`config.mk`:
```
export PLATFORM = sky130hd
export DESIGN_NAME = tensor_axis_swap_address_gen_unit
export DESIGN_NICKNAME = d
export VERILOG_FILES = /design/src/design/tasag_pkg.sv /design/src/design/tasag_skid.sv /design/src/design/tasag_walk.sv /design/src/design/tensor_axis_swap_address_gen_unit.sv
export VERILOG_INCLUDE_DIRS = /design/src /design/src/design
export SDC_FILE = /design/constraint.sdc
export NUM_CORES = 2
export LEC_CHECK = 0
export ABC_AREA = 0
export BUFFER_PORTS_ARGS = -buffer_cell sky130_fd_sc_hd__buf_2
export CAP_MARGIN = 0
export CORE_MARGIN = 2
export CORE_UTILIZATION = 60
export CTS_CLUSTER_SIZE = 16
export DETAILED_ROUTE_END_ITERATION = 12
export PLACE_DENSITY = 0.73
export SLEW_MARGIN = 10
export SYNTH_ARGS = -nofsm -noshare
export SYNTH_HDL_FRONTEND = slang
export SYNTH_SLANG_ARGS = --single-unit
```
`constraint.sdc`:
```
create_clock -name clock -period 17 [get_ports clock]
set_clock_uncertainty 0.2 [all_clocks]
set_input_delay 3.4 -clock clock [delete_from_list [all_inputs] [get_ports clock]]
set_output_delay 3.4 -clock clock [all_outputs]
set_load 0.02 [all_outputs]
```
`src/design/tensor_axis_swap_address_gen_unit_assert.svh`:
```
// Assertion macros shared by the tensor axis swap address generator modules.
`ifndef TENSOR_AXIS_SWAP_ADDRESS_GEN_UNIT_ASSERT_SVH
`define TENSOR_AXIS_SWAP_ADDRESS_GEN_UNIT_ASSERT_SVH

// Property checked at every clock edge outside reset.
`define TASAG_ASSERT(name, clk, rst, prop, msg) \
   name: assert property (@(posedge clk) disable iff (rst) (prop)) \
      else $error(msg);

// Condition that must hold in the cycle after a trigger, outside reset.
`define TASAG_ASSERT_NEXT(name, clk, rst, pre, post, msg) \
   name: assert property (@(posedge clk) disable iff (rst) (pre) |=> (post)) \
      else $error(msg);

`endif

```
`src/design/tasag_pkg.sv`:
```
// Shared constants, types and helper functions of the tensor axis swap address generator.
package tasag_pkg;

   localparam int ADDR_BITS    = 20;
   localparam int DATA_BITS    = 32;
   localparam int CNT_W        = 20;
   localparam int DIM_W        = 21;
   localparam int NUM_DIMS     = 5;
   localparam int NUM_LEVELS   = 4;
   localparam int CSR_ADDR_W   = 5;
   localparam int CSR_DATA_W   = 32;
   localparam int BUSY_W       = 3;
   localparam int PROD_W       = ADDR_BITS + DIM_W;

   localparam logic [DIM_W-1:0]  DIM_MAX       = DIM_W'(1 << CNT_W);
   localparam logic [BUSY_W-1:0] STRIDE_SETTLE = BUSY_W'(4);

   typedef enum logic [2:0] {
      REG_DIM_INNER       = 3'd0,
      REG_DIM_SWAP_FIRST  = 3'd1,
      REG_DIM_BETWEEN     = 3'd2,
      REG_DIM_SWAP_SECOND = 3'd3,
      REG_DIM_OUTER       = 3'd4
   } reg_idx_type;

   typedef logic [CNT_W-1:0]     cnt_type;
   typedef logic [ADDR_BITS-1:0] addr_type;
   typedef logic [DIM_W-1:0]     dim_type;

   typedef struct packed {
      logic [DATA_BITS-1:0] value;
      addr_type             addr;
      logic                 last;
   } beat_type;

   typedef struct packed {
      addr_type [NUM_LEVELS-1:0] stride;
      cnt_type  [NUM_DIMS-1:0]   lim;
   } walk_cfg_type;

   // Zero counts as one, anything above the largest size is clamped to it.
   function automatic dim_type eff_dim(input dim_type d);
      dim_type r;
      if (d == '0) begin
         r = dim_type'(1);
      end else if (d > DIM_MAX) begin
         r = DIM_MAX;
      end else begin
         r = d;
      end
      return r;
   endfunction

endpackage

```
`src/design/tasag_skid.sv`:
```
// Output register with a skid stage for the result channel.
`include "tensor_axis_swap_address_gen_unit_assert.svh"

module tasag_skid import tasag_pkg::*; (
   input  logic     clock,
   input  logic     reset,
   input  logic     in_valid,
   output logic     in_room,
   input  beat_type in_beat,
   output logic     out_valid,
   input  logic     out_ready,
   output beat_type out_beat
);

   logic     out_valid_ff, out_valid_in;
   logic     skid_valid_ff, skid_valid_in;
   beat_type out_beat_ff, out_beat_in;
   beat_type skid_beat_ff, skid_beat_in;
   logic     out_fire;

   assign out_fire  = out_valid_ff & out_ready;
   assign in_room   = ~skid_valid_ff;
   assign out_valid = out_valid_ff;
   assign out_beat  = out_beat_ff;

   always_comb begin
      out_valid_in  = out_valid_ff;
      skid_valid_in = skid_valid_ff;
      out_beat_in   = out_beat_ff;
      skid_beat_in  = skid_beat_ff;
      if (!out_valid_ff || out_fire) begin
         if (skid_valid_ff) begin
            out_valid_in  = 1'b1;
            out_beat_in   = skid_beat_ff;
            skid_valid_in = 1'b0;
         end else begin
            out_valid_in = in_valid;
            out_beat_in  = in_beat;
         end
      end else if (in_valid) begin
         skid_valid_in = 1'b1;
         skid_beat_in  = in_beat;
      end
   end

   always_ff @(posedge clock) begin
      if (reset) begin
         out_valid_ff  <= 1'b0;
         skid_valid_ff <= 1'b0;
      end else begin
         out_valid_ff  <= out_valid_in;
         skid_valid_ff <= skid_valid_in;
      end
   end

   always_ff @(posedge clock) begin
      out_beat_ff  <= out_beat_in;
      skid_beat_ff <= skid_beat_in;
   end

   `TASAG_ASSERT(a_skid_behind_out, clock, reset, skid_valid_ff |-> out_valid_ff, "skid beat without output beat")
   `TASAG_ASSERT_NEXT(a_stall_fills_skid, clock, reset, out_valid_ff && !out_ready && in_valid, skid_valid_ff, "stalled beat not parked in skid")
   `TASAG_ASSERT_NEXT(a_skid_drains, clock, reset, skid_valid_ff && out_ready, out_valid_ff && !skid_valid_ff, "skid beat not moved forward")

endmodule

```
`src/design/tasag_walk.sv`:
```
// Index counters and running base addresses that walk the source tensor.
`include "tensor_axis_swap_address_gen_unit_assert.svh"

module tasag_walk import tasag_pkg::*; (
   input  logic         clock,
   input  logic         reset,
   input  logic         clear,
   input  logic         step,
   input  walk_cfg_type cfg,
   output addr_type     cur_addr,
   output logic         cur_last
);

   cnt_type  [NUM_DIMS-1:0]   cnt_ff, cnt_in;
   addr_type [NUM_LEVELS-1:0] base_ff, base_in;
   addr_type                  ptr_ff, ptr_in;
   logic     [NUM_DIMS-1:0]   wrap;
   addr_type                  sum0, sum1, sum2, sum3;

   always_comb begin
      for (int k = 0; k < NUM_DIMS; k++) begin
         wrap[k] = cnt_ff[k] >= cfg.lim[k];
      end
   end

   assign cur_addr = ptr_ff;
   assign cur_last = &wrap;

   // Level 3 follows the first swapped axis, level 0 the outer axis.
   assign sum3 = base_ff[3] + cfg.stride[2];
   assign sum2 = base_ff[2] + cfg.stride[1];
   assign sum1 = base_ff[1] + cfg.stride[0];
   assign sum0 = base_ff[0] + cfg.stride[3];

   always_comb begin
      cnt_in  = cnt_ff;
      base_in = base_ff;
      ptr_in  = ptr_ff;
      if (clear) begin
         cnt_in  = '0;
         base_in = '0;
         ptr_in  = '0;
      end else if (step) begin
         if (!wrap[0]) begin
            cnt_in[0] = cnt_ff[0] + cnt_type'(1);
            ptr_in    = ptr_ff + addr_type'(1);
         end else if (!wrap[1]) begin
            cnt_in[0]  = '0;
            cnt_in[1]  = cnt_ff[1] + cnt_type'(1);
            base_in[3] = sum3;
            ptr_in     = sum3;
         end else if (!wrap[2]) begin
            cnt_in[1:0] = '0;
            cnt_in[2]   = cnt_ff[2] + cnt_type'(1);
            base_in[2]  = sum2;
            base_in[3]  = sum2;
            ptr_in      = sum2;
         end else if (!wrap[3]) begin
            cnt_in[2:0] = '0;
            cnt_in[3]   = cnt_ff[3] + cnt_type'(1);
            base_in[1]  = sum1;
            base_in[2]  = sum1;
            base_in[3]  = sum1;
            ptr_in      = sum1;
         end else if (!wrap[4]) begin
            cnt_in[3:0] = '0;
            cnt_in[4]   = cnt_ff[4] + cnt_type'(1);
            base_in[0]  = sum0;
            base_in[1]  = sum0;
            base_in[2]  = sum0;
            base_in[3]  = sum0;
            ptr_in      = sum0;
         end else begin
            cnt_in  = '0;
            base_in = '0;
            ptr_in  = '0;
         end
      end
   end

   always_ff @(posedge clock) begin
      if (reset) begin
         cnt_ff  <= '0;
         base_ff <= '0;
         ptr_ff  <= '0;
      end else begin
         cnt_ff  <= cnt_in;
         base_ff <= base_in;
         ptr_ff  <= ptr_in;
      end
   end

   `TASAG_ASSERT(a_cnt_in_range, clock, reset, cnt_ff[0] <= cfg.lim[0] && cnt_ff[1] <= cfg.lim[1] && cnt_ff[2] <= cfg.lim[2] && cnt_ff[3] <= cfg.lim[3] && cnt_ff[4] <= cfg.lim[4], "index counter beyond its limit")
   `TASAG_ASSERT(a_origin_addr, clock, reset, (cnt_ff == '0) |-> (ptr_ff == '0 && base_ff == '0), "first element does not start at address zero")
   `TASAG_ASSERT_NEXT(a_clear_restarts, clock, reset, clear, cnt_ff == '0 && ptr_ff == '0, "register write did not restart the walk")

endmodule

```
`src/design/tensor_axis_swap_address_gen_unit.sv`:
```
// Top level of the tensor axis swap address generator: registers, strides and channels.
//
// The block takes source tensor elements in source storage order (inner index fastest)
// and returns each one with its offset in a destination tensor whose swap_first and
// swap_second axes are exchanged; rsp_last_elem marks the final element, after which the
// walk starts over at address zero. Addresses wrap modulo 2^20. An element is accepted on
// req_ when a result slot is free and the strides are settled, and is registered toward
// rsp_, so the sustained rate is one beat per clock while neither holds req_ready low; the
// output register plus a one-beat skid stage let the block keep taking one more element
// while a result is stalled. The five dimension registers sit at byte addresses 0, 4, 8,
// 12 and 16 (inner, swap_first, between, swap_second, outer); of the low 21 bits kept, a
// zero is taken as one and values above 2^20 as 2^20. Each write to one of them restarts
// the traversal and recomputes the four strides through a chain of registered multipliers,
// holding req_ready low while that chain settles. Writes to any other address are ignored
// and leave the walk where it was. Writes belong between tensors, with no beat in flight.

module tensor_axis_swap_address_gen_unit import tasag_pkg::*; (
   input  logic                  clock,
   input  logic                  reset,
   input  logic                  req_valid,
   output logic                  req_ready,
   input  logic [DATA_BITS-1:0]  req_elem_value,
   output logic                  rsp_valid,
   input  logic                  rsp_ready,
   output logic [DATA_BITS-1:0]  rsp_out_value,
   output logic [ADDR_BITS-1:0]  rsp_dest_address,
   output logic                  rsp_last_elem,
   input  logic                  csr_psel,
   input  logic                  csr_penable,
   input  logic                  csr_pwrite,
   input  logic [CSR_ADDR_W-1:0] csr_paddr,
   input  logic [CSR_DATA_W-1:0] csr_pwdata,
   output logic [CSR_DATA_W-1:0] csr_prdata,
   output logic                  csr_pready
);

   dim_type     dim_ff [NUM_DIMS];
   dim_type     dim_in [NUM_DIMS];
   addr_type    stride_ff [NUM_LEVELS];
   addr_type    stride_in [NUM_LEVELS];
   cnt_type     lim_ff [NUM_DIMS];
   cnt_type     lim_in [NUM_DIMS];
   logic [BUSY_W-1:0] busy_ff, busy_in;

   logic         cfg_wr;
   logic         cfg_hit;
   reg_idx_type  reg_idx;
   dim_type      wr_dim;
   logic [PROD_W-1:0] prod1, prod2, prod3;
   walk_cfg_type walk_cfg;
   logic         room;
   logic         accept;
   addr_type     cur_addr;
   logic         cur_last;
   beat_type     new_beat;
   beat_type     rsp_beat;

   // Register port: pready is tied high, so a write lands on the access cycle.
   assign csr_pready = 1'b1;
   assign cfg_wr     = csr_psel & csr_penable & csr_pwrite & csr_pready;
   assign reg_idx    = reg_idx_type'(csr_paddr[CSR_ADDR_W-1:2]);
   assign wr_dim     = csr_pwdata[DIM_W-1:0];

   // Only a write that lands on a dimension register restarts the walk.
   assign cfg_hit = cfg_wr & (reg_idx inside {REG_DIM_INNER, REG_DIM_SWAP_FIRST,
                                              REG_DIM_BETWEEN, REG_DIM_SWAP_SECOND,
                                              REG_DIM_OUTER});

   always_comb begin
      for (int k = 0; k < NUM_DIMS; k++) begin
         dim_in[k] = dim_ff[k];
      end
      if (cfg_wr) begin
         case (reg_idx)
            REG_DIM_INNER:       dim_in[0] = wr_dim;
            REG_DIM_SWAP_FIRST:  dim_in[1] = wr_dim;
            REG_DIM_BETWEEN:     dim_in[2] = wr_dim;
            REG_DIM_SWAP_SECOND: dim_in[3] = wr_dim;
            REG_DIM_OUTER:       dim_in[4] = wr_dim;
            default:             dim_in[0] = dim_ff[0];
         endcase
      end
   end

   always_comb begin
      case (reg_idx)
         REG_DIM_INNER:       csr_prdata = CSR_DATA_W'(dim_ff[0]);
         REG_DIM_SWAP_FIRST:  csr_prdata = CSR_DATA_W'(dim_ff[1]);
         REG_DIM_BETWEEN:     csr_prdata = CSR_DATA_W'(dim_ff[2]);
         REG_DIM_SWAP_SECOND: csr_prdata = CSR_DATA_W'(dim_ff[3]);
         REG_DIM_OUTER:       csr_prdata = CSR_DATA_W'(dim_ff[4]);
         default:             csr_prdata = '0;
      endcase
   end

   // The destination axis order is inner, swap_second, between, swap_first, outer, so each
   // stride is the previous one times the next destination dimension. One multiplier per
   // register stage; the chain is correct once each stride register in turn has taken its product.
   assign prod1 = PROD_W'(stride_ff[0]) * PROD_W'(eff_dim(dim_ff[3]));
   assign prod2 = PROD_W'(stride_ff[1]) * PROD_W'(eff_dim(dim_ff[2]));
   assign prod3 = PROD_W'(stride_ff[2]) * PROD_W'(eff_dim(dim_ff[1]));

   always_comb begin
      stride_in[0] = ADDR_BITS'(eff_dim(dim_ff[0]));
      stride_in[1] = prod1[ADDR_BITS-1:0];
      stride_in[2] = prod2[ADDR_BITS-1:0];
      stride_in[3] = prod3[ADDR_BITS-1:0];
      for (int k = 0; k < NUM_DIMS; k++) begin
         lim_in[k] = CNT_W'(eff_dim(dim_ff[k]) - dim_type'(1));
      end
   end

   always_comb begin
      if (cfg_hit) begin
         busy_in = STRIDE_SETTLE;
      end else if (busy_ff != '0) begin
         busy_in = busy_ff - BUSY_W'(1);
      end else begin
         busy_in = busy_ff;
      end
   end

   always_ff @(posedge clock) begin
      if (reset) begin
         busy_ff <= '0;
         for (int k = 0; k < NUM_DIMS; k++) begin
            dim_ff[k] <= dim_type'(1);
            lim_ff[k] <= '0;
         end
         for (int k = 0; k < NUM_LEVELS; k++) begin
            stride_ff[k] <= addr_type'(1);
         end
      end else begin
         busy_ff <= busy_in;
         for (int k = 0; k < NUM_DIMS; k++) begin
            dim_ff[k] <= dim_in[k];
            lim_ff[k] <= lim_in[k];
         end
         for (int k = 0; k < NUM_LEVELS; k++) begin
            stride_ff[k] <= stride_in[k];
         end
      end
   end

   always_comb begin
      for (int k = 0; k < NUM_LEVELS; k++) begin
         walk_cfg.stride[k] = stride_ff[k];
      end
      for (int k = 0; k < NUM_DIMS; k++) begin
         walk_cfg.lim[k] = lim_ff[k];
      end
   end

   // An element goes in whenever the skid stage is empty and the strides are settled.
   assign req_ready = room & (busy_ff == '0);
   assign accept    = req_valid & req_ready;

   tasag_walk u_walk (
      .clock    (clock),
      .reset    (reset),
      .clear    (cfg_hit),
      .step     (accept),
      .cfg      (walk_cfg),
      .cur_addr (cur_addr),
      .cur_last (cur_last)
   );

   assign new_beat.value = req_elem_value;
   assign new_beat.addr  = cur_addr;
   assign new_beat.last  = cur_last;

   tasag_skid u_skid (
      .clock     (clock),
      .reset     (reset),
      .in_valid  (accept),
      .in_room   (room),
      .in_beat   (new_beat),
      .out_valid (rsp_valid),
      .out_ready (rsp_ready),
      .out_beat  (rsp_beat)
   );

   assign rsp_out_value    = rsp_beat.value;
   assign rsp_dest_address = rsp_beat.addr;
   assign rsp_last_elem    = rsp_beat.last;

endmodule

```
== Yosys cells after proc, flatten, opt, wreduce, memory -nomap -nowiden ==
Memory sizes are Yosys's and may differ from the RTL's.
Cells that the tools add are included.

* Equality and inequality tests: 4
* Mux-type cells: 58
* Bitwise logic cells: 22
* Reductions and logical operators: 20
* $mul: 3
* $add $sub $neg: 16
* Order comparisons: 10

{| class="wikitable"
|+ Operators with widths
! operator !! count
|-
| 100-bit two-way mux || 7
|-
| 20-bit two-way mux || 20
|-
| 21-bit two-way mux || 16
|-
| 80-bit two-way mux || 2
|-
| 20-bit by 1-bit adder with 20-bit output (second input constant) || 6
|-
| 60-bit two-way mux || 2
|-
| 21-bit greater-than comparator (second input constant) || 5
|-
| 21-bit logical NOT || 5
|-
| 105-bit two-way mux || 1
|-
| 21-bit case mux with 5 select lines || 1
|-
| 20-bit >= comparator || 5
|-
| 20-bit by 1-bit subtractor with 20-bit output (second input constant) || 5
|-
| 20-bit adder || 4
|-
| 40-bit two-way mux || 2
|-
| 20-bit by 21-bit multiplier with 20-bit output || 3
|-
| 53-bit two-way mux || 1
|-
| 1-bit bitwise OR || 14
|-
| 5-bit AND reduction || 2
|-
| 1-bit AND || 6
|-
| 3-bit by 2-bit equality test with 1-bit output (second input constant) || 2
|-
| 3-bit logical NOT || 2
|-
| 3-bit two-way mux || 2
|-
| 5-bit nonzero test || 1
|-
| 1-bit two-way mux || 4
|-
| 12 further kinds || 15
|}

* Memories: 3
* Memory bits (writable): 285
* Bits of input ports: 76
* Register bits: 311

{| class="wikitable"
|+ Memories
! name !! words !! width !! read ports !! clocked after Yosys merged registers in !! wr ports !! line !! RTL
|-
| dim_ff || 5 || 21 || 5 || 0 || 5 || tensor_axis_swap_address_gen_unit.sv:37 || <nowiki>dim_type dim_ff [NUM_DIMS];</nowiki>
|-
| lim_ff || 5 || 20 || 5 || 0 || 5 || tensor_axis_swap_address_gen_unit.sv:41 || <nowiki>cnt_type lim_ff [NUM_DIMS];</nowiki>
|-
| stride_ff || 4 || 20 || 4 || 0 || 4 || tensor_axis_swap_address_gen_unit.sv:39 || <nowiki>addr_type stride_ff [NUM_LEVELS];</nowiki>
|}

== Longest topological paths before layout ==
An unclocked memory read counts as a cell.

* Depth in word-level cells: 13
* Mapped depth: 30
* Mapped depth without buffers: 28

== Cells and area by module ==
From an unflattened synthesis, not the netlist that was laid out.

* Cell total of the unflattened synthesis: 5747
* Area, all modules: 49612.6 um2

{| class="wikitable"
|+ By module, submodules not included
! module !! times used !! cells each !! area an instance (um2) !! seq. area each (um2)
|-
| tensor_axis_swap_address_gen_unit || 1 || 3665 || 30618.1 || 5765.5
|-
| tasag_walk || 1 || 1908 || 14851.7 || 4003.8
|-
| tasag_skid || 1 || 174 || 4142.7 || 3223.1
|}

== Least setup slack after synthesis ==
No wires, ideal clock.

* Path kind: in2out
* Start: in csr_paddr[2]
* End: out csr_prdata[4]
* Data arrival time: 4811 ps
* Stages on the path: 6
* Path slack: 8589 ps
* Data required time: 13400 ps
* Path buffers: 2
* Cells stage by stage: buf_1 > clkbuf_1 > mux2i_1 > nor2_1 > a21oi_1 > o22ai_1

* Word-level cells in the longest chain between the ends: 2
* Elaborated cells between the ends (all ways): 6

{| class="wikitable"
|+ RTL lines
! item !! line !! RTL
|-
| from (decl) || tensor_axis_swap_address_gen_unit.sv:31 || <nowiki>input logic [CSR_ADDR_W-1:0] csr_paddr,</nowiki>
|-
| 3-bit equality test (tied with other cells) || tensor_axis_swap_address_gen_unit.sv:86 || <nowiki>case (reg_idx)</nowiki>
|-
| 21-bit case mux with 5 select lines * || tensor_axis_swap_address_gen_unit.sv:86 ||
|-
| to (decl) || tensor_axis_swap_address_gen_unit.sv:33 || <nowiki>output logic [CSR_DATA_W-1:0] csr_prdata,</nowiki>
|}

Mark *: on every way between the ends. The rest lies on a longest branch, timed or not.

==> out/metrics.csv <==
metric,value,unit
Setup Viol. Count Final,0,
drt pass-1 iters,6,
design area,52900,um2
Port-buffer cells,138,
vias per inst,5.91,
Post-CTS Setup Repair Bufs,0,
Worst Tran Pin Value,1.23,ns
Crit path largest cell delay,0.85,ns
CTS sink count,596,
"Top FF cell, synth",dfxtp_1,
final hold viol count,0,
grt total ovfl,0,
CTS resizes,0,
Hold Crit Endpoint,u_walk.base_ff[77],
Die W,290,um
Most Frequent Cell on Critical Path,fa_1,
"EDFF count, synth",106,
crit path max-delay cell type,nor4_2,
Avg Synthesized Cell Area,8.62,um2
ratio of final minimum period to clock period,0.537,
Hold Crit Depth,2,
crit path buf inv count,7,
sequential-to-total area share from yosys stat,0.265,
maxcap violations,0,
I/O Pins,164,
total power per unit cell area,67.3,nW/um2
critical path class,reg2reg,
starting density of the core,0.608,
cts hold-fix bufs,0,
Post-DP HPWL,104000,um
"commonest non-fill, non-tap cell in the layout",nand2_1,
Synth area leader,dfxtp_1,
status,finished clean,
overall global routing resource usage,0.332,
routability cong.,0.978,
Synth cell types,98,
CTS tree,done,
Worst path top cell family by delay,adder cells,
Placed Area,50600,um2
first-pass GRT wire length,220000,um
fmax,0.110,GHz
RSZ-0062 raised after global routing,no,
Yosys reg bits,596,
Core Area,80700,um2
total negative slack,0,ns
RR Endpoint,stride_ff[3][18],
vias,40400,
hold_sp,u_walk.base_ff[77],
Reg2Reg Setup Slack,7.88,ns
Worst Setup End Kind,flip-flop,
"Clk pin slew, worst setup/hold paths",0.06,ns
clock tree buffer depth,3,
number of placement rows,104,
Final Max Slew Viols,0,
Final Critical Period,9.12,ns
largest net degree at the start of global routing,106,
CTS H-Tree Depth,3,
vias in the first global route,39600,
drt initial violations,3536,
R2R Path Start,dim_ff[0][37],
DP Worst Slack,7.72,ns
worst-case hold slack,0.248,ns
Async SR Flop Fraction,0,
layout cells sized above 1,0.0772,
Rel. slew slack,0.178,
worst-case vdd ir drop,0.0813,mV
clock latency at the later pin of the worst-skew pair,0.61,ns
total CTS buffers,67,
detailed-route DRC error count,0,
"Power, Total",3.56,mW
Root Buffer,clkbuf_16,
top-area cell type share of the netlist area,0.200,
Yosys Warn Count,0,
DIE HEIGHT,290,um
Routed Antenna Nets,0,
HP Class,reg2reg,
die area,84100,um2
PnR worst setup slack,7.88,ns
Worst EP arrival,9.40,ns
"commonest non-fill, non-tap cells in the layout","nand2_1, inv_1, dfxtp_1",
Critical Path RT,17.28,ns
fillers,6781,
Nets,6600,
worst-path fanout max,30,
Layout area overhead,7.85,%
Cells after Synth,5693,
reg2reg path depth,28,
antenna violations before repair,3,
WL final,140000,um
Synth area leaders,"dfxtp_1, fa_1, ha_1",
P_leak,23.6,nW
Avg WL per Cell,20.5,um
startpoint type of the worst setup path,flip-flop,
WP depth,28,
post-synthesis cell area,49100,um2
==> flip-flops by register name, summed over array words and instances, names as in the netlist <==
name / flops
u_skid.out_valid: 1
stride_ff: 80
dim_ff: 105
u_walk.cur_addr: 20
u_skid.skid_valid_ff: 1
u_walk.cnt_ff: 100
u_skid.skid_beat_ff: 53
busy_ff: 3
u_walk.base_ff: 80
lim_ff: 100
u_skid.out_beat: 53
==> power by group <==
| group | internal (mW) | total [mW] | leakage, nW | switching, mW |
|---|---|---|---|---|
| combinational | 0.152 | 0.509 | 17.5 | 0.357 |
| clock | 0.888 | 1.49 | 1.10 | 0.605 |
| sequential | 1.51 | 1.56 | 5.02 | 0.0440 |
==> cell type report <==
class,instances,area (um2),area share
clock inverter,28,369,0.00698
inverter,697,2620,0.0495
timing repair buffer,224,1350,0.0254
tap,1060,1330,0.0251
antenna,1,2.50,0.0000473
clock buffer,92,1880,0.0356
sequential,596,13000,0.246
multi-input combinational,4126,32400,0.612
==> logic make-up (layout without fill, tap and decap cells) <==
family          Yosys count  after routing  share of synthesized area
simple gates           2021           2021                      0.196
buf+inv                 981           1041                     0.0772
compound gates          846            846                      0.108
fa+ha+maj               812            812                      0.271
flops                   596            596                      0.265
xor+xnor                350            350                     0.0639
mux                      85             85                     0.0188
other cells               2             13                   0.000153
==> Yosys cell counts, types with 27 or more instances <==
| library cell | instances |
|---|---|
| nand4_1 | 52 |
| ha_1 | 397 |
| nor2b_1 | 59 |
| or3_1 | 33 |
| nand2_1 | 746 |
| a31oi_1 | 39 |
| xnor2_1 | 207 |
| fa_1 | 415 |
| clkbuf_1 | 232 |
| and2_1 | 233 |
| a21oi_1 | 339 |
| o211ai_1 | 33 |
| nand3_1 | 126 |
| nor2_1 | 410 |
| inv_1 | 697 |
| xor2_1 | 138 |
| a21o_1 | 58 |
| nor3_1 | 76 |
| mux2i_1 | 27 |
| dfxtp_1 | 490 |
| edfxtp_1 | 106 |
| a211oi_1 | 36 |
| o21ai_0 | 132 |
| nor4_1 | 32 |
| and3_1 | 151 |
| mux2_2 | 58 |
| nand2b_1 | 31 |
==> worst max-delay path by stage <==
stage,from,endpoint
finish,dim_ff[0][37],stride_ff[3][18]
global route,dim_ff[0][37],stride_ff[3][18]
CTS,dim_ff[0][37],stride_ff[3][18]
detailed placement,dim_ff[0][37],stride_ff[3][18]
global placement,dim_ff[0][37],stride_ff[3][18]
floorplan,csr_paddr[2],csr_prdata[4]
==> worst reg2reg max path, delay by kind of cell (launching register included) <==
kind | cells | cell delay [ns]
xor+xnor | 1 | 0.41
fa+ha+maj | 8 | 3.22
simple gates | 6 | 2.11
compound gates | 6 | 1.86
buf+inv | 7 | 0.90
flops | 1 | 0.29
==> through the flow <==
| step | std cells | utilization |
|---|---|---|
| finish | 6824 | 0.656 |
| floorplan | 5703 | - |
| global route | 6824 | 0.656 |
| CTS | 6823 | 0.656 |
| global placement | 6703 | 0.628 |
| detailed placement | 6703 | 0.628 |
==> routing by layer <==
layer | wire length, um | track usage | vias up
li1 | - | - | 18700
met1 | 58800 | 0.458 | 19500
met2 | 61400 | 0.516 | 1828
met3 | 13300 | 0.0581 | 347
met4 | 6360 | 0.139 | 0
met5 | 0 | 0 | -
Note: power is estimated with default switching activity, not from simulation.
